===== config.mk =====
export PLATFORM = sky130hd
export DESIGN_NAME = btt_front
export DESIGN_NICKNAME = d
export VERILOG_FILES = /design/src/rtl/btt_pkg.sv /design/src/rtl/btt_front.sv
export SDC_FILE = /design/constraint.sdc
export NUM_CORES = 1
export LEC_CHECK = 0
export BUFFER_PORTS_ARGS = -buffer_cell sky130_fd_sc_hd__buf_4
export CORE_MARGIN = 2
export CORE_UTILIZATION = 50
export CTS_CLUSTER_DIAMETER = 50
export DETAILED_ROUTE_END_ITERATION = 10
export GPL_ROUTABILITY_DRIVEN = 0
export PLACE_DENSITY = 0.84
export SYNTH_ARGS = -nofsm -noshare
export SYNTH_HDL_FRONTEND = slang
export SYNTH_SLANG_ARGS = --single-unit

===== constraint.sdc =====
create_clock -name aclk -period 7.4 [get_ports aclk]
set_input_delay 0.74 -clock aclk [delete_from_list [all_inputs] [get_ports aclk]]
set_output_delay 0.74 -clock aclk [all_outputs]
set_load 0.005 [all_outputs]

===== src/rtl/btt_pkg.sv =====
// Shared types and constants for the bilinear travel-time table lookup.
// No dependencies.
`timescale 1ns / 1ps
`default_nettype none
package btt_pkg;

    localparam int MAX_ROWS_DEF   = 64;
    localparam int MAX_COLS_DEF   = 256;
    localparam int VALUE_BITS_DEF = 32;

    localparam logic [1:0] REG_GRID_STEP    = 2'd0;
    localparam logic [1:0] REG_DEPTH_ORIGIN = 2'd1;
    localparam logic [1:0] REG_NUM_COLS     = 2'd2;
    localparam logic [1:0] REG_NUM_ROWS     = 2'd3;

    localparam logic       REQ_WRITE  = 1'b0;
    localparam logic       REQ_LOOKUP = 1'b1;

    localparam logic [16:0] ONE_Q16 = 17'h10000;
    localparam int          DIV_BITS = 48;

    typedef struct packed {
        logic [31:0] grid_step;
        logic [31:0] depth_origin;
        logic [8:0]  num_cols;
        logic [6:0]  num_rows;
    } cfg_t;

    typedef struct packed {
        logic        lookup;
        logic        neg;
        logic [5:0]  row;
        logic [7:0]  col;
        logic [31:0] value;
        logic [31:0] distance;
        logic [31:0] ymag;
    } item_t;

endpackage
`default_nettype wire


===== src/rtl/btt_front.sv =====
// Front end: accepts words, classifies them and holds them in a two-entry queue.
// Depends on btt_pkg.
`timescale 1ns / 1ps
`default_nettype none
module btt_front (
    input  wire logic                 aclk,
    input  wire logic                 aresetn,
    input  wire btt_pkg::cfg_t        cfg,
    input  wire logic                 s_valid,
    output logic                      s_ready,
    input  wire logic                 s_req_type,
    input  wire logic [5:0]           s_row,
    input  wire logic [7:0]           s_col,
    input  wire logic [31:0]          s_entry_value,
    input  wire logic [31:0]          s_distance,
    input  wire logic signed [31:0]   s_depth,
    output logic                      q_valid,
    output btt_pkg::item_t            q_item,
    input  wire logic                 q_pop
);
    import btt_pkg::*;

    item_t       slot_reg [2];
    logic        wptr_reg;
    logic        rptr_reg;
    logic [1:0]  count_reg;
    logic [1:0]  count_next;
    logic        push;
    logic        pop;
    logic [32:0] y;
    item_t       in_item;

    assign s_ready = (count_reg != 2'd2);
    assign push    = s_valid && s_ready;
    assign q_valid = (count_reg != 2'd0);
    assign pop     = q_pop && q_valid;
    assign q_item  = slot_reg[rptr_reg];

    always_comb begin
        y = {s_depth[31], s_depth} - {cfg.depth_origin[31], cfg.depth_origin};
        in_item.lookup   = (s_req_type == REQ_LOOKUP);
        in_item.neg      = y[32];
        in_item.row      = s_row;
        in_item.col      = s_col;
        in_item.value    = s_entry_value;
        in_item.distance = s_distance;
        in_item.ymag     = y[31:0];
        count_next = count_reg + {1'b0, push} - {1'b0, pop};
    end

    always_ff @(posedge aclk) begin
        if (push) begin
            slot_reg[wptr_reg] <= in_item;
        end
    end

    always_ff @(posedge aclk) begin
        if (!aresetn) begin
            wptr_reg  <= 1'b0;
            rptr_reg  <= 1'b0;
            count_reg <= 2'd0;
        end else begin
            if (push) begin
                wptr_reg <= ~wptr_reg;
            end
            if (pop) begin
                rptr_reg <= ~rptr_reg;
            end
            count_reg <= count_next;
        end
    end

    a_count_max: assert property (@(posedge aclk) disable iff (!aresetn)
        count_reg != 2'd3) else $error("queue count overflow");
    a_full_push: assert property (@(posedge aclk) disable iff (!aresetn)
        (count_reg == 2'd2 && !pop) |=> count_reg == 2'd2) else $error("full queue lost a word");
    a_ptr_gap: assert property (@(posedge aclk) disable iff (!aresetn)
        (count_reg == 2'd1) |-> (wptr_reg != rptr_reg)) else $error("queue pointers disagree");
endmodule
`default_nettype wire


======== After elaboration in Yosys (flattened, before gate mapping) ========
Memory sizes are Yosys's and may differ from the RTL's. A register that Yosys moved wholly into a read port is not among the register bits.
Index checks and enable logic that the tools add are counted.
cells by class
  shift-type cells ........................ 0
  equality and inequality tests ........... 1
  div/mod/pow operators ................... 0
  reduce and logical (&&, ||, !) cells .... 3
  bitwise gates (word level) .............. 2
  magnitude comparators ................... 0
  $mul .................................... 0
  mux-type cells .......................... 4
  add/subtract/negate cells ............... 3
operators by type and width
  cell                                   number
  subtractor 32 x 32 -> 33 bit           1
  2-to-1 mux 1 bit                       4
  adder 2 x 1 -> 2 bit                   1
  logical AND 1 bit                      2
  != test 2 bit (second input constant)  1
  inverter 1 bit                         2
  nonzero test 2 bit                     1
  subtractor 2 x 1 -> 2 bit              1
storage, ports and cells
  memories kept ........................... 1
  logic and storage cells ................. 17
  ROM bits ................................ 0
  register bits after elaboration ......... 4
  latch bits .............................. 0
  output and inout bits ................... 114
  memory bits (writable) .................. 224
  bits of input ports ..................... 195
memory list
  name      depth  width  rd ports  clocked after memory_dff  write ports  line             text
  slot_reg  2      112    1         1                         1            btt_front.sv:23  item_t slot_reg [2];

======== Longest topological paths before layout ========
Gate-level depths: netlist (run 1).
  depth in word-level cells ............... 4
  depth in mapped cells ................... 10
  mapped depth without buffers ............ 10

======== Worst setup path before layout (run 1) ========
OpenSTA, ideal clock, no wires.
  kind .................................... input to register
  from .................................... input s_valid
  to ...................................... memory slot_reg[0][0] (netlist name), enable pin
  setup time .............................. 0.585 ns
  data arrival time ....................... 5.501 ns
  path buffers ............................ 0
  setup slack ............................. 1.314 ns
  required time ........................... 6.815 ns
  stages on the path ...................... 2
  path through ............................ nand2_1 > nor2_1
between the ends
  word-level cells in the longest chain between the ends .. 3
RTL lines
  element                                 line             text
  from (decl)                             btt_front.sv:9   input wire logic s_valid,
  logical AND 1 bit                       btt_front.sv:34  assign push = s_valid && s_ready;
  2-to-1 mux 1 bit                        btt_front.sv:52  if (push) begin
  2-to-1 mux 1 bit (not written as such)  btt_front.sv:53  slot_reg[wptr_reg] <= in_item;
  to (decl)                               btt_front.sv:23
Every way passes these cells.

==> flow_summary.html, run 1 <==
<table>
<tr><th>Metric</th><th>Value</th></tr>
<tr><th colspan="2">Pwr</th></tr>
<tr><td>Static leakage power</td><td>roughly 5.2 nW</td></tr>
<tr><td>Power Internal</td><td>2.81 mW</td></tr>
<tr><td>Clock network fraction of design power</td><td>28.0%</td></tr>
<tr><td>PD cells</td><td>289 mW/mm^2</td></tr>
<tr><td>Net switching fraction of the power</td><td>25.9%</td></tr>
<tr><td>Total power</td><td>around 3.8 mW</td></tr>
<tr><td>Power share of the combinational group</td><td>between 20% and 30%</td></tr>
<tr><td>Maximum vdd ir drop</td><td>around 0.15 mV</td></tr>
<tr><td>Proportion of power drawn by flip-flops and latches</td><td>between 40% and 50%</td></tr>
<tr><td>Total net switching power</td><td>roughly 0.98 mW</td></tr>
<tr><th colspan="2">Floorplan</th></tr>
<tr><td>Num ports</td><td>between 300 and 400</td></tr>
<tr><td>Die Y</td><td>147 um</td></tr>
<tr><td>Floorplan Core Area</td><td>around 0.020 mm^2</td></tr>
<tr><td>DIE AREA</td><td>between 0.02 and 0.025 mm^2</td></tr>
<tr><td>Number of cell rows</td><td>52</td></tr>
<tr><td>Initial Utilization</td><td>roughly 50%</td></tr>
<tr><td>Width of the chip</td><td>147 um</td></tr>
<tr><th colspan="2">Placed design</th></tr>
<tr><td>Count of buffers from port buffering</td><td>260</td></tr>
<tr><td>Cell area reported after detailed placement</td><td>between 0.01 and 0.015 mm^2</td></tr>
<tr><td>Post-DP HPWL</td><td>approximately 15,000 um</td></tr>
<tr><td>Minimum setup slack after placement</td><td>4.05 ns</td></tr>
<tr><th colspan="2">Setup path</th></tr>
<tr><td>Number of buffer and inverter instances along the worst setup path</td><td>2</td></tr>
<tr><td>Kind of critical path</td><td>reg2out</td></tr>
<tr><td>Worst path top cell family by delay</td><td>flip-flops</td></tr>
<tr><td>CP max stage cell</td><td>dfxtp_4</td></tr>
<tr><td>Critical path launch point type</td><td>register</td></tr>
<tr><td>Arr. time, crit path</td><td>2.70 ns</td></tr>
<tr><td>Largest fanout on the critical path</td><td>slightly below 60</td></tr>
<tr><td>Cell occurring most often along the worst timing path</td><td>buf_4</td></tr>
<tr><td>CP max stage delay</td><td>0.83 ns</td></tr>
<tr><td>Cell-by-cell listing of the critical path</td><td>buf_4, mux2_2, buf_4</td></tr>
<tr><td>Required time worst endpoint</td><td>roughly 6.7 ns</td></tr>
<tr><td>Nature of the critical path endpoint</td><td>output pin</td></tr>
<tr><th colspan="2">Clocking</th></tr>
<tr><td>Sinks on the clock net</td><td>around 230</td></tr>
<tr><td>H-Tree Level Count</td><td>1</td></tr>
<tr><td>CTS Root Cell</td><td>clkbuf_16</td></tr>
<tr><td>Latest clock arrival within the worst-skew pair</td><td>approximately 0.51 ns</td></tr>
<tr><td>Clock Tree Buf Depth</td><td>3</td></tr>
<tr><td>Cts repair resizes</td><td>0</td></tr>
<tr><td>Clock-pin slew of the registers on the worst-case setup and hold paths</td><td>0.06 ns</td></tr>
<tr><td>TritonCTS Buffers</td><td>23</td></tr>
<tr><td>Hold-fix buffer count after cts</td><td>0</td></tr>
<tr><td>TritonCTS clock tree</td><td>done</td></tr>
<tr><td>Postcts setup bufs</td><td>0</td></tr>
<tr><th colspan="2">Drt</th></tr>
<tr><td>Overall via count from detail_route</td><td>around 6,300</td></tr>
<tr><td>Total wire length</td><td>roughly 21,000 um</td></tr>
<tr><td>Wire per inst</td><td>16.8 um</td></tr>
<tr><td>Drt pass-1 iters</td><td>4</td></tr>
<tr><td>Routed via count divided by cell count</td><td>5.17</td></tr>
<tr><td>Number of design rule violations left after detail routing</td><td>0</td></tr>
<tr><td>Antenna Violating Nets Remaining</td><td>0</td></tr>
<tr><td>Number of DRC markers after the initial detailed-route iteration</td><td>290</td></tr>
<tr><th colspan="2">Global routing</th></tr>
<tr><td>Largest net degree at the start of global routing</td><td>75</td></tr>
<tr><td>Number of global-route vias before repair</td><td>6,376</td></tr>
<tr><td>Remaining global-route overflow</td><td>0</td></tr>
<tr><td>First-pass GRT wire length</td><td>31,800 um</td></tr>
<tr><td>Antenna violations before repair</td><td>0</td></tr>
<tr><td>All-layer global routing usage</td><td>between 10% and 20%</td></tr>
<tr><th colspan="2">Finish</th></tr>
<tr><td>Final-stage net count</td><td>approximately 1,200</td></tr>
<tr><td>Area Growth Syn to Fin</td><td>28.8%</td></tr>
<tr><td>Number of fill cells in the layout</td><td>~1,400</td></tr>
<tr><td>Proportion of layout cells with a drive suffix above 1</td><td>roughly 44%</td></tr>
<tr><td># diodes</td><td>0</td></tr>
<tr><td>Post-route design area</td><td>approximately 0.013 mm^2</td></tr>
<tr><td>Flip-flop count of the largest register after layout</td><td>approximately 220</td></tr>
<tr><th colspan="2">Logic synthesis</th></tr>
<tr><td>Cell count after synthesis</td><td>approximately 670</td></tr>
<tr><td>FFs w/ async S/R, synth</td><td>0%</td></tr>
<tr><td>Seq/Total Area, Yosys</td><td>between 60% and 70%</td></tr>
<tr><td>Flop and latch count out of synthesis</td><td>229</td></tr>
<tr><td>Yosys Warn Count</td><td>0</td></tr>
<tr><td>EDFF count, synth</td><td>224</td></tr>
<tr><td>Leading cell types by total area after synthesis</td><td>edfxtp_1, mux2_2, ha_1</td></tr>
<tr><td>Mapped Area</td><td>just over 0.01 mm^2</td></tr>
<tr><td>Synth Flop Type</td><td>edfxtp_1</td></tr>
<tr><td>Top-area cell type share of the netlist area</td><td>65.9%</td></tr>
<tr><td>Mean area per synthesized cell</td><td>~15 um^2</td></tr>
<tr><td>Count of cell types in the netlist</td><td>56</td></tr>
<tr><td>Net count of the mapped netlist</td><td>901</td></tr>
<tr><td>Dominant cell type by area after synthesis</td><td>edfxtp_1</td></tr>
<tr><th colspan="2">STA</th></tr>
<tr><td>Clock period minus worst slack</td><td>3.44 ns</td></tr>
<tr><td>Transition time at the pin with the least slew margin</td><td>between 1 and 1.5 ns</td></tr>
<tr><td>Highest clock frequency the design can meet</td><td>291 MHz</td></tr>
<tr><td>Final hold viol count</td><td>0</td></tr>
<tr><td>Worst relative slew slack</td><td>around a quarter</td></tr>
<tr><td>Final setup slack of the worst path</td><td>~4 ns</td></tr>
<tr><td>Setup repair after global routing missed its margin</td><td>false</td></tr>
<tr><td>Accumulated negative setup slack</td><td>0 ns</td></tr>
<tr><td>Final worst-path cycle share</td><td>a little under half</td></tr>
<tr><td>Count of final setup violators</td><td>0</td></tr>
<tr><td>Max-slew violations</td><td>0</td></tr>
<tr><td>Clk_skew</td><td>between 0.015 and 0.02 ns</td></tr>
<tr><th colspan="2">Run status</th></tr>
<tr><td>Run status</td><td>completed</td></tr>
<tr><th colspan="2">Job</th></tr>
<tr><td>Number of max-cap violations</td><td>0</td></tr>
<tr><th colspan="2">Min path</th></tr>
<tr><td>Class of the worst hold path</td><td>in2reg</td></tr>
</table>
power groups by stage:
stage          registers, mW  logic [mW]  clock network (mW)
3_3_place_gp            1.74        1.00                   0
3_5_place_dp            1.75        1.02                   0
4_1_cts                 1.73        1.03                1.09
5_1_grt                 1.74        1.09                1.14
2_1_floorplan           1.72       0.568                   0
6_report                1.72        1.01                1.06
layer usage:
metal	vias to the layer above	track usage (%)	wire (um)
li1	3069	-	-
met1	3016	22.0	8000
met2	204	33.3	10700
met3	36	3.60	1400
met4	0	5.72	487
met5	-	0	0
through the flow:
step	instances	hold WS [ns]	util, %
after floorplan	671	0.504	-
after global placement	1183	0.520	61.9
after detailed placement	1183	0.535	61.9
after CTS	1224	0.393	65.4
after global routing	1224	0.390	65.4
final	1224	0.417	65.4
cell usage in the layout (no fill, tap or decap), types with 2 or more instances in the layout:
master / n
nor2_1: 28
buf_4: 263
and3_1: 3
o21a_1: 11
nand2_1: 30
a21o_1: 6
mux2_2: 112
a221o_1: 2
nor3_1: 3
clkbuf_1: 3
inv_1: 42
o21ai_1: 3
nand3_1: 5
xor2_1: 8
dfxtp_1: 4
nand4_1: 5
a21oi_2: 2
nor2b_1: 6
o21ai_0: 18
nand2b_1: 3
and2_1: 5
o21bai_1: 3
xnor2_1: 23
edfxtp_1: 224
clkbuf_16: 23
clkinv_2: 6
clkinv_1: 5
ha_1: 34
a211oi_1: 3
a21oi_1: 31
o2111ai_1: 2
a31oi_1: 6
Yosys cell counts (3+ instances only):
master	number
nor2b_1	6
a21oi_1	31
xor2_1	8
buf_2	4
clkbuf_1	13
mux2_2	112
buf_1	3
nand2_1	30
a211oi_1	3
nand3_1	5
ha_1	34
edfxtp_1	224
dfxtp_1	5
o21ai_0	18
nor2_1	29
a21o_1	6
o21a_1	11
o21ai_1	3
nor3_1	3
nand2b_1	3
a31oi_1	6
nand4_1	5
xnor2_1	23
inv_1	42
and3_1	4
and2_1	5
o21bai_1	3
worst reg2reg max path, stage by stage, from the launching register on:
cell and delay [ns]:
dfxtp_1 0.37, nand2b_1 0.17, nand2_1 0.13, nor2_4 0.86
buf_4 0.94
layout make-up:
cell class | instances | area, um^2 | share of cell area (%)
Multi-Input combinational cell | 379 | 3150 | 24.0
Sequential cell | 229 | 6830 | 52.0
Timing Repair Buffer | 263 | 1970 | 15.0
Clock inverter | 15 | 108 | 0.818
Clock buffer | 26 | 587 | 4.46
Tap cell | 270 | 338 | 2.57
Inverter | 42 | 158 | 1.20
final timing paths:
check	start	end	slack, ns	cells after the start
max	register	q_item[14]	3.96	3
min	s_distance[5]	slot_reg[1][37]	0.42	1
max reg2reg	count_reg[0]	slot_reg[0][48]	4.49	4
min reg2reg	rptr_reg	register	0.55	2
logic make-up after synthesis:
group | share of synthesized area, %
adders and majority gates | 4.36
muxes | 12.4
AOI/OAI and AO/OA | 6.89
buffers and inverters | 2.38
and+or+nand+nor | 4.49
DFF | 66.9
xor gates and xnor gates | 2.66
No activity file was read; power rests on OpenSTA's default activity.
==> inputs of run 2 (changes only) <==
--- a/config.mk
+++ b/config.mk
@@ -5,13 +5,14 @@
 export SDC_FILE = /design/constraint.sdc
 export NUM_CORES = 1
 export LEC_CHECK = 0
+export ABC_AREA = 1
 export BUFFER_PORTS_ARGS = -buffer_cell sky130_fd_sc_hd__buf_4
 export CORE_MARGIN = 2
 export CORE_UTILIZATION = 50
 export CTS_CLUSTER_DIAMETER = 50
 export DETAILED_ROUTE_END_ITERATION = 10
 export GPL_ROUTABILITY_DRIVEN = 0
-export PLACE_DENSITY = 0.84
+export PLACE_DENSITY = 0.83
 export SYNTH_ARGS = -nofsm -noshare
 export SYNTH_HDL_FRONTEND = slang
 export SYNTH_SLANG_ARGS = --single-unit
==> constraint.sdc (replaced) <==
create_clock -name aclk -period 3.48 [get_ports aclk]
set_input_delay 0.348 -clock aclk [delete_from_list [all_inputs] [get_ports aclk]]
set_output_delay 0.348 -clock aclk [all_outputs]
set_load 0.005 [all_outputs]
==> run 2 against run 1 <==
Compared with the run above: hold slack worse by 0.38 ns; utilization grew 0.52 points; total power rose by 120%; via count up 16%; register-to-register slack lost 3.0 ns; area after synthesis increased by 6.4%; die area rose by 6.2%; global-route usage up 1.8 points; synthesized cell count increased by 39%; combinational power is 130% higher; sequential share of layout area fell by 3.0 points; non-clock buffer count is 4 higher; largest cell class unchanged.
==> flow_summary.html, run 2 <==
<table>
<tr><th>Metric</th><th>Value</th></tr>
<tr><th colspan="2">Pwr</th></tr>
<tr><td>Maximum vdd ir drop</td><td>around 0.33 mV</td></tr>
<tr><td>Total power</td><td>8.43 mW</td></tr>
<tr><td>Static leakage power</td><td>~6.3 nW</td></tr>
<tr><td>PD cells</td><td>605 mW/mm^2</td></tr>
<tr><th colspan="2">Finish</th></tr>
<tr><td>Highest-count cells in the layout ignoring fill and taps</td><td>buf_4, nand2_1, edfxtp_1</td></tr>
<tr><td>Area Growth Syn to Fin</td><td>28.4%</td></tr>
<tr><td>Final-stage net count</td><td>approximately 1,400</td></tr>
<tr><td>Final Non-Filler Cells</td><td>1,500</td></tr>
<tr><td>Final Core Density</td><td>65.9%</td></tr>
<tr><td>Flip-flop count of the largest register after layout</td><td>224</td></tr>
<tr><td># diodes</td><td>0</td></tr>
<tr><td>Post-route design area</td><td>0.0139 mm^2</td></tr>
<tr><td>Proportion of layout cells with a drive suffix above 1</td><td>about a third</td></tr>
<tr><td>Most common library cell in the layout ignoring fill and taps</td><td>buf_4</td></tr>
<tr><th colspan="2">STA</th></tr>
<tr><td>Transition time at the pin with the least slew margin</td><td>roughly 0.7 ns</td></tr>
<tr><td>Max-slew violations</td><td>0</td></tr>
<tr><td>Final setup slack of the worst path</td><td>1.11 ns</td></tr>
<tr><td>Clock period minus worst slack</td><td>2.37 ns</td></tr>
<tr><td>Accumulated negative setup slack</td><td>0 ns</td></tr>
<tr><td>Minimum hold slack</td><td>around 0.04 ns</td></tr>
<tr><td>Highest clock frequency the design can meet</td><td>422 MHz</td></tr>
<tr><td>Final worst-path cycle share</td><td>68.0%</td></tr>
<tr><td>Final hold viol count</td><td>0</td></tr>
<tr><td>Count of final setup violators</td><td>0</td></tr>
<tr><td>Clk_skew</td><td>~0.0066 ns</td></tr>
<tr><td>Worst relative slew slack</td><td>a little over half</td></tr>
<tr><td>Setup repair after global routing missed its margin</td><td>false</td></tr>
<tr><th colspan="2">Logic synthesis</th></tr>
<tr><td>Mapped Area</td><td>0.0109 mm^2</td></tr>
<tr><td>Mean area per synthesized cell</td><td>~12 um^2</td></tr>
<tr><td>Top cells by count, synth</td><td>nand2_1, edfxtp_1, inv_1, mux2_2, nor2_1</td></tr>
<tr><td>Cell count after synthesis</td><td>between 900 and 1,000</td></tr>
<tr><td>Net count of the mapped netlist</td><td>approximately 1,200</td></tr>
<tr><td>Leading cell types by total area after synthesis</td><td>edfxtp_1, mux2_2, nand2_1</td></tr>
<tr><td>Count of cell types in the netlist</td><td>25</td></tr>
<tr><td>Top-area cell type share of the netlist area</td><td>between 60% and 70%</td></tr>
<tr><td>Seq/Total Area, Yosys</td><td>62.8%</td></tr>
<tr><td>Synth Flop Type</td><td>edfxtp_1</td></tr>
<tr><td>EDFF count, synth</td><td>about 220</td></tr>
<tr><td>Dominant cell type by area after synthesis</td><td>edfxtp_1</td></tr>
<tr><td>Library cell with the highest instance count after synthesis</td><td>nand2_1</td></tr>
<tr><td>Yosys Warn Count</td><td>0</td></tr>
<tr><td>FFs w/ async S/R, synth</td><td>0%</td></tr>
<tr><td>Flop and latch count out of synthesis</td><td>229</td></tr>
<tr><th colspan="2">Placed design</th></tr>
<tr><td>Count of buffers from port buffering</td><td>260</td></tr>
<tr><td>Placed cell count</td><td>roughly 1,500</td></tr>
<tr><td>Post-DP HPWL</td><td>18,000 um</td></tr>
<tr><td>Minimum setup slack after placement</td><td>between 1 and 1.5 ns</td></tr>
<tr><td>Cell area reported after detailed placement</td><td>~0.013 mm^2</td></tr>
<tr><th colspan="2">Floorplan</th></tr>
<tr><td>DIE AREA</td><td>0.0229 mm^2</td></tr>
<tr><td>Floorplan Core Area</td><td>between 0.02 and 0.025 mm^2</td></tr>
<tr><td>Number of cell rows</td><td>between 50 and 60</td></tr>
<tr><td>Num ports</td><td>309</td></tr>
<tr><td>Width of the chip</td><td>~150 um</td></tr>
<tr><td>Die Y</td><td>151 um</td></tr>
<tr><td>Initial Utilization</td><td>between 50% and 60%</td></tr>
<tr><th colspan="2">Clocking</th></tr>
<tr><td>Hold-fix buffer count after cts</td><td>0</td></tr>
<tr><td>CTS Root Cell</td><td>clkbuf_16</td></tr>
<tr><td>H-Tree Level Count</td><td>1</td></tr>
<tr><td>Postcts setup bufs</td><td>0</td></tr>
<tr><td>Clock Tree Buf Depth</td><td>3</td></tr>
<tr><td>Clock-pin slew of the registers on the worst-case setup and hold paths</td><td>0.06 ns</td></tr>
<tr><td>Latest clock arrival within the worst-skew pair</td><td>between 0.4 and 0.5 ns</td></tr>
<tr><td>Cts repair resizes</td><td>0</td></tr>
<tr><td>TritonCTS clock tree</td><td>done</td></tr>
<tr><td>Sinks on the clock net</td><td>229</td></tr>
<tr><td>TritonCTS Buffers</td><td>22</td></tr>
<tr><th colspan="2">Setup path</th></tr>
<tr><td>R2r setup slk</td><td>between 1 and 1.5 ns</td></tr>
<tr><td>Required time worst endpoint</td><td>between 3 and 4 ns</td></tr>
<tr><td>R2r startpoint</td><td>count_reg[0]</td></tr>
<tr><td>Kind of critical path</td><td>reg2out</td></tr>
<tr><td>Setup crit end</td><td>q_item[96]</td></tr>
<tr><td>Number of cells traversed by the worst register-to-register path</td><td>5</td></tr>
<tr><td>Endpoint of the worst-slack reg-to-reg timing path</td><td>slot_reg[1][103]</td></tr>
<tr><td>Nature of the critical path endpoint</td><td>output pin</td></tr>
<tr><td>Critical path launch point type</td><td>register</td></tr>
<tr><td>Arr. time, crit path</td><td>just over 2 ns</td></tr>
<tr><td>Largest fanout on the critical path</td><td>64</td></tr>
<tr><th colspan="2">Global routing</th></tr>
<tr><td>Largest net degree at the start of global routing</td><td>65</td></tr>
<tr><td>All-layer global routing usage</td><td>20.2%</td></tr>
<tr><td>Antenna violations before repair</td><td>0</td></tr>
<tr><td>Number of global-route vias before repair</td><td>7,062</td></tr>
<tr><td>Remaining global-route overflow</td><td>0</td></tr>
<tr><td>First-pass GRT wire length</td><td>~36,000 um</td></tr>
<tr><th colspan="2">Drt</th></tr>
<tr><td>Total wire length</td><td>approximately 24,000 um</td></tr>
<tr><td>Drt pass-1 iters</td><td>4</td></tr>
<tr><td>Number of DRC markers after the initial detailed-route iteration</td><td>314</td></tr>
<tr><td>Antenna Violating Nets Remaining</td><td>0</td></tr>
<tr><td>Number of design rule violations left after detail routing</td><td>0</td></tr>
<tr><td>Routed via count divided by cell count</td><td>slightly below 5</td></tr>
<tr><td>Overall via count from detail_route</td><td>between 7,000 and 8,000</td></tr>
<tr><td>Wire per inst</td><td>~16 um</td></tr>
<tr><th colspan="2">Run status</th></tr>
<tr><td>Run status</td><td>completed</td></tr>
<tr><th colspan="2">Min path</th></tr>
<tr><td>Class of the worst hold path</td><td>in2reg</td></tr>
<tr><th colspan="2">Job</th></tr>
<tr><td>Number of max-cap violations</td><td>0</td></tr>
</table>
[run 2: changes by cell type after synthesis, moves of 12 or more]
cell,previous run,this run
xnor2_1,23,3
nand2_1,30,247
nand3_1,5,22
nor2_1,29,41
o21ai_0,18,3
inv_1,42,164
nand2_2,0,12
clkbuf_1,13,0
[run 2: cell type report]
cell class	count	area, um^2
clock buffer	24	579
clock inverter	14	143
fill	1533	7210
inverter	164	616
multi-input combinational	527	3360
sequential	229	6830
tap	275	344
timing repair buffer	267	2070
[run 2: cells by family (layout without fill, tap and decap cells)]
family | count (synthesis) | count (layout) | share of synthesized area [%]
AO/OA/AOI/OAI | 30 | 30 | 1.46
XOR/XNOR | 16 | 16 | 1.29
adder cells (fa/ha/maj) | 35 | 35 | 4.10
buffers and inverters | 177 | 469 | 6.32
flip-flops | 229 | 229 | 62.8
multiplexers | 112 | 112 | 11.6
AND/OR/NAND/NOR | 334 | 334 | 12.4
[run 2: metal layers]
layer | track usage [%] | vias to the layer above | routed length, um
met1 | 23.4 | 3384 | 9150
met4 | 7.71 | 0 | 835
met3 | 3.83 | 51 | 1920
met2 | 36.8 | 260 | 12000
met5 | 0 | - | 0
li1 | - | 3658 | -
[run 2: critical path: stages, from the launching register on]
cell	delay (ns)
dfxtp_4	0.59
buf_12	0.37
mux2_2	0.40
buf_4	0.14
[run 2: how the worst min path moves through the flow]
stage | startpoint | to | cells past startpoint
global route | s_entry_value[31] | slot_reg[0][95] | 1
floorplan | rptr_reg | register | 1
finish | s_entry_value[31] | slot_reg[0][95] | 1
global placement | rptr_reg | register | 1
CTS | s_entry_value[31] | slot_reg[0][95] | 1
detailed placement | rptr_reg | register | 1
[run 2: report_power, final]
part	internal [mW]	switching (mW)	total, mW	leakage [nW]
logic	1.23	1.14	2.37	3.80
registers	3.57	0.138	3.71	2.14
clock network	1.42	0.932	2.35	0.353
==> inputs of run 3 (changes only) <==
--- a/config.mk
+++ b/config.mk
@@ -8,11 +8,11 @@
 export ABC_AREA = 1
 export BUFFER_PORTS_ARGS = -buffer_cell sky130_fd_sc_hd__buf_4
 export CORE_MARGIN = 2
-export CORE_UTILIZATION = 50
+export CORE_UTILIZATION = 47
 export CTS_CLUSTER_DIAMETER = 50
 export DETAILED_ROUTE_END_ITERATION = 10
 export GPL_ROUTABILITY_DRIVEN = 0
-export PLACE_DENSITY = 0.83
+export PLACE_DENSITY = 0.82
 export SYNTH_ARGS = -nofsm -noshare
 export SYNTH_HDL_FRONTEND = slang
 export SYNTH_SLANG_ARGS = --single-unit
==> constraint.sdc (replaced) <==
create_clock -name aclk -period 2 [get_ports aclk]
set_input_delay 0.2 -clock aclk [delete_from_list [all_inputs] [get_ports aclk]]
set_output_delay 0.2 -clock aclk [all_outputs]
set_load 0.005 [all_outputs]
==> run 3 against run 2 <==
Compared with the run above: register-to-register slack got worse by 1.1 ns; routed wire length is 17% higher; largest cell class unchanged; largest power group unchanged; die area up 6.2%; design area increased by 7.3%; sequential power grew 74%; total power grew 79%; highest routed layer unchanged.
==> flow_summary.html, run 3 (synthesis gave the netlist of run 2 again) <==
<table>
<tr><th>Metric</th><th>Value</th></tr>
<tr><th colspan="2">Run status</th></tr>
<tr><td>Run status</td><td>completed</td></tr>
<tr><th colspan="2">STA</th></tr>
<tr><td>Transition time at the pin with the least slew margin</td><td>between 0.5 and 0.6 ns</td></tr>
<tr><td>Clk_skew</td><td>around 0.012 ns</td></tr>
<tr><td>Final worst-path cycle share</td><td>between 90% and 100%</td></tr>
<tr><td>Worst relative slew slack</td><td>61.7%</td></tr>
<tr><td>Count of final setup violators</td><td>0</td></tr>
<tr><td>Final hold viol count</td><td>0</td></tr>
<tr><td>Final setup slack of the worst path</td><td>between 0.06 and 0.07 ns</td></tr>
<tr><td>Max-slew violations</td><td>0</td></tr>
<tr><td>Highest clock frequency the design can meet</td><td>roughly 520 MHz</td></tr>
<tr><td>Clock period minus worst slack</td><td>about 1.9 ns</td></tr>
<tr><td>Setup repair after global routing missed its margin</td><td>false</td></tr>
<tr><th colspan="2">Global routing</th></tr>
<tr><td>Routing usage on met2</td><td>between 40% and 50%</td></tr>
<tr><td>All-layer global routing usage</td><td>approximately 22%</td></tr>
<tr><td>Global-route layer with the greatest usage</td><td>met2</td></tr>
<tr><td>Antenna violations before repair</td><td>0</td></tr>
<tr><td>Met3 track utilization from global routing</td><td>under 10%</td></tr>
<tr><td>First-pass GRT wire length</td><td>around 42,000 um</td></tr>
<tr><td>Met1 capacity usage during global routing</td><td>a little over a quarter</td></tr>
<tr><td>Largest net degree at the start of global routing</td><td>34</td></tr>
<tr><td>Number of global-route vias before repair</td><td>between 7,000 and 8,000</td></tr>
<tr><td>Remaining global-route overflow</td><td>0</td></tr>
<tr><th colspan="2">Drt</th></tr>
<tr><td>Number of DRC markers after the initial detailed-route iteration</td><td>475</td></tr>
<tr><td>Overall via count from detail_route</td><td>7,960</td></tr>
<tr><td>Total wire length</td><td>27,900 um</td></tr>
<tr><td>Wire per inst</td><td>about 17 um</td></tr>
<tr><td>Drt pass-1 iters</td><td>4</td></tr>
<tr><td>Number of design rule violations left after detail routing</td><td>0</td></tr>
<tr><td>Antenna Violating Nets Remaining</td><td>0</td></tr>
<tr><td>Routed via count divided by cell count</td><td>slightly below 5</td></tr>
<tr><th colspan="2">Min path</th></tr>
<tr><td>Worst hold start</td><td>s_valid</td></tr>
<tr><td>Hold Crit Endpoint</td><td>wptr_reg</td></tr>
<tr><td>Class of the worst hold path</td><td>in2reg</td></tr>
<tr><td>Hold path cells</td><td>3</td></tr>
<tr><th colspan="2">Setup path</th></tr>
<tr><td>R2r setup slk</td><td>0.38 ns</td></tr>
<tr><td>Endpoint of the worst-slack reg-to-reg timing path</td><td>count_reg[1]</td></tr>
<tr><td>Critical path launch point type</td><td>register</td></tr>
<tr><td>Number of cells traversed by the worst register-to-register path</td><td>10</td></tr>
<tr><td>Arr. time, crit path</td><td>about 1.7 ns</td></tr>
<tr><td>Kind of critical path</td><td>reg2out</td></tr>
<tr><td>R2r startpoint</td><td>count_reg[1]</td></tr>
<tr><td>CP max stage cell</td><td>dfxtp_4</td></tr>
<tr><td>Cell-by-cell listing of the critical path</td><td>buf_12, mux2_2, buf_4</td></tr>
<tr><td>Largest fanout on the critical path</td><td>33</td></tr>
<tr><td>Required time worst endpoint</td><td>roughly 1.8 ns</td></tr>
<tr><td>CP max stage delay</td><td>between 0.4 and 0.5 ns</td></tr>
<tr><td>Nature of the critical path endpoint</td><td>output pin</td></tr>
<tr><th colspan="2">Clocking</th></tr>
<tr><td>Sinks on the clock net</td><td>about 230</td></tr>
<tr><td>Latest clock arrival within the worst-skew pair</td><td>just under 0.5 ns</td></tr>
<tr><td>TritonCTS clock tree</td><td>done</td></tr>
<tr><td>TritonCTS Buffers</td><td>22</td></tr>
<tr><td>Clock Tree Buf Depth</td><td>3</td></tr>
<tr><td>H-Tree Level Count</td><td>1</td></tr>
<tr><td>CTS Root Cell</td><td>clkbuf_16</td></tr>
<tr><td>Clock-pin slew of the registers on the worst-case setup and hold paths</td><td>approximately 0.06 ns</td></tr>
<tr><th colspan="2">Placed design</th></tr>
<tr><td>Post-DP HPWL</td><td>~18,000 um</td></tr>
<tr><td>Minimum setup slack after placement</td><td>-0.0557 ns</td></tr>
<tr><td>Cell area reported after detailed placement</td><td>roughly 0.013 mm^2</td></tr>
<tr><td>Count of buffers from port buffering</td><td>260</td></tr>
<tr><th colspan="2">Floorplan</th></tr>
<tr><td>Die Y</td><td>roughly 160 um</td></tr>
<tr><td>Width of the chip</td><td>between 150 and 200 um</td></tr>
<tr><td>Initial Utilization</td><td>between 40 and 50%</td></tr>
<tr><td>Floorplan Core Area</td><td>approximately 0.023 mm^2</td></tr>
<tr><td>Num ports</td><td>just over 300</td></tr>
<tr><td>Number of cell rows</td><td>between 50 and 60</td></tr>
<tr><td>DIE AREA</td><td>0.0243 mm^2</td></tr>
<tr><th colspan="2">Finish</th></tr>
<tr><td>Flip-flop count of the largest register after layout</td><td>about 220</td></tr>
<tr><td>Area Growth Syn to Fin</td><td>37.7%</td></tr>
<tr><td>Final-stage net count</td><td>between 1,500 and 2,000</td></tr>
<tr><td>Most common library cell in the layout ignoring fill and taps</td><td>buf_4</td></tr>
<tr><td>Proportion of layout cells with a drive suffix above 1</td><td>around 34%</td></tr>
<tr><td>Post-route design area</td><td>about 0.015 mm^2</td></tr>
<tr><td>Highest-count cells in the layout ignoring fill and taps</td><td>buf_4, nand2_1, edfxtp_1</td></tr>
<tr><th colspan="2">Pwr</th></tr>
<tr><td>Static leakage power</td><td>roughly 6.7 nW</td></tr>
<tr><td>Total power</td><td>15.1 mW</td></tr>
<tr><td>Maximum vdd ir drop</td><td>around 0.73 mV</td></tr>
<tr><td>PD cells</td><td>just over 1000 mW/mm^2</td></tr>
<tr><th colspan="2">Job</th></tr>
<tr><td>Number of max-cap violations</td><td>0</td></tr>
</table>
## run 3: cell count changes in the layout (fill, tap and decap cells not counted), moves of 2 or more
cell / previous run / this run
bufinv_16: 3 / 1
clkinvlp_4: 0 / 2
nand2_1: 247 / 245
clkinv_1: 8 / 5
dlygate4sd3_1: 0 / 80
clkbuf_1: 1 / 7
buf_4: 262 / 273
inv_6: 2 / 0
buf_12: 5 / 11
## run 3: what timing repair did
action,in CTS,in global routing
hold buffers,80,0
pin swaps,0,0
cloned,1,0
resized for setup,0,2
buffers inserted,2,0
endpoints found under the setup margin,32,17
hold endpoints to repair,161,0
## run 3: through the flow
step	TNS [ns]	utilization, %	hold WS, ns	cells
finish	0	66.1	0.0423	1611
detailed placement	-0.347	59.3	0.387	1487
floorplan	-134.87	-	0.293	933
global placement	0	59.3	0.385	1487
CTS	0	66.1	0.0220	1610
global route	0	66.1	0.0363	1610
## run 3: cell type report
class                      count  area (um^2)
tap                          285          357
inverter                     164          616
timing repair buffer         365         3100
antenna                        1         2.50
fill                        1565         7680
clock buffer                  30          602
sequential                   229         6830
clock inverter                10         73.8
multi-input combinational    527         3380
## run 3: power by group
| group | total, mW | internal, mW | leakage [nW] | switching, mW |
|---|---|---|---|---|
| logic | 4.70 | 2.46 | 4.26 | 2.25 |
| registers | 6.44 | 6.22 | 2.14 | 0.229 |
| clock network | 3.93 | 2.24 | 0.322 | 1.69 |
| total | 15.1 | 10.9 | 6.72 | 4.16 |
## run 3: worst max path at each step
stage                       end  slack [ns]  cells after the start
6_report             q_item[33]        0.07                      3
5_1_grt              q_item[48]       0.004                      3
4_1_cts               q_item[9]      0.0009                      3
3_5_place_dp   slot_reg[1][110]       -0.06                     13
3_3_place_gp   slot_reg[0][110]       0.006                     13
2_1_floorplan    slot_reg[0][0]       -0.61                      4
## run 3: critical path: cells and delay by family, from the launching register on
| kind | cells | cell delay (ns) |
|---|---|---|
| DFF | 1 | 0.45 |
| buffers and inverters | 2 | 0.40 |
| muxes | 1 | 0.37 |
## run 3: metal layers
| layer | vias up | part of all wire [%] |
|---|---|---|
| met5 | - | 0 |
| li1 | 3849 | - |
| met1 | 3755 | 39 |
| met3 | 45 | 7.4 |
| met4 | 0 | 2.4 |
| met2 | 311 | 51 |
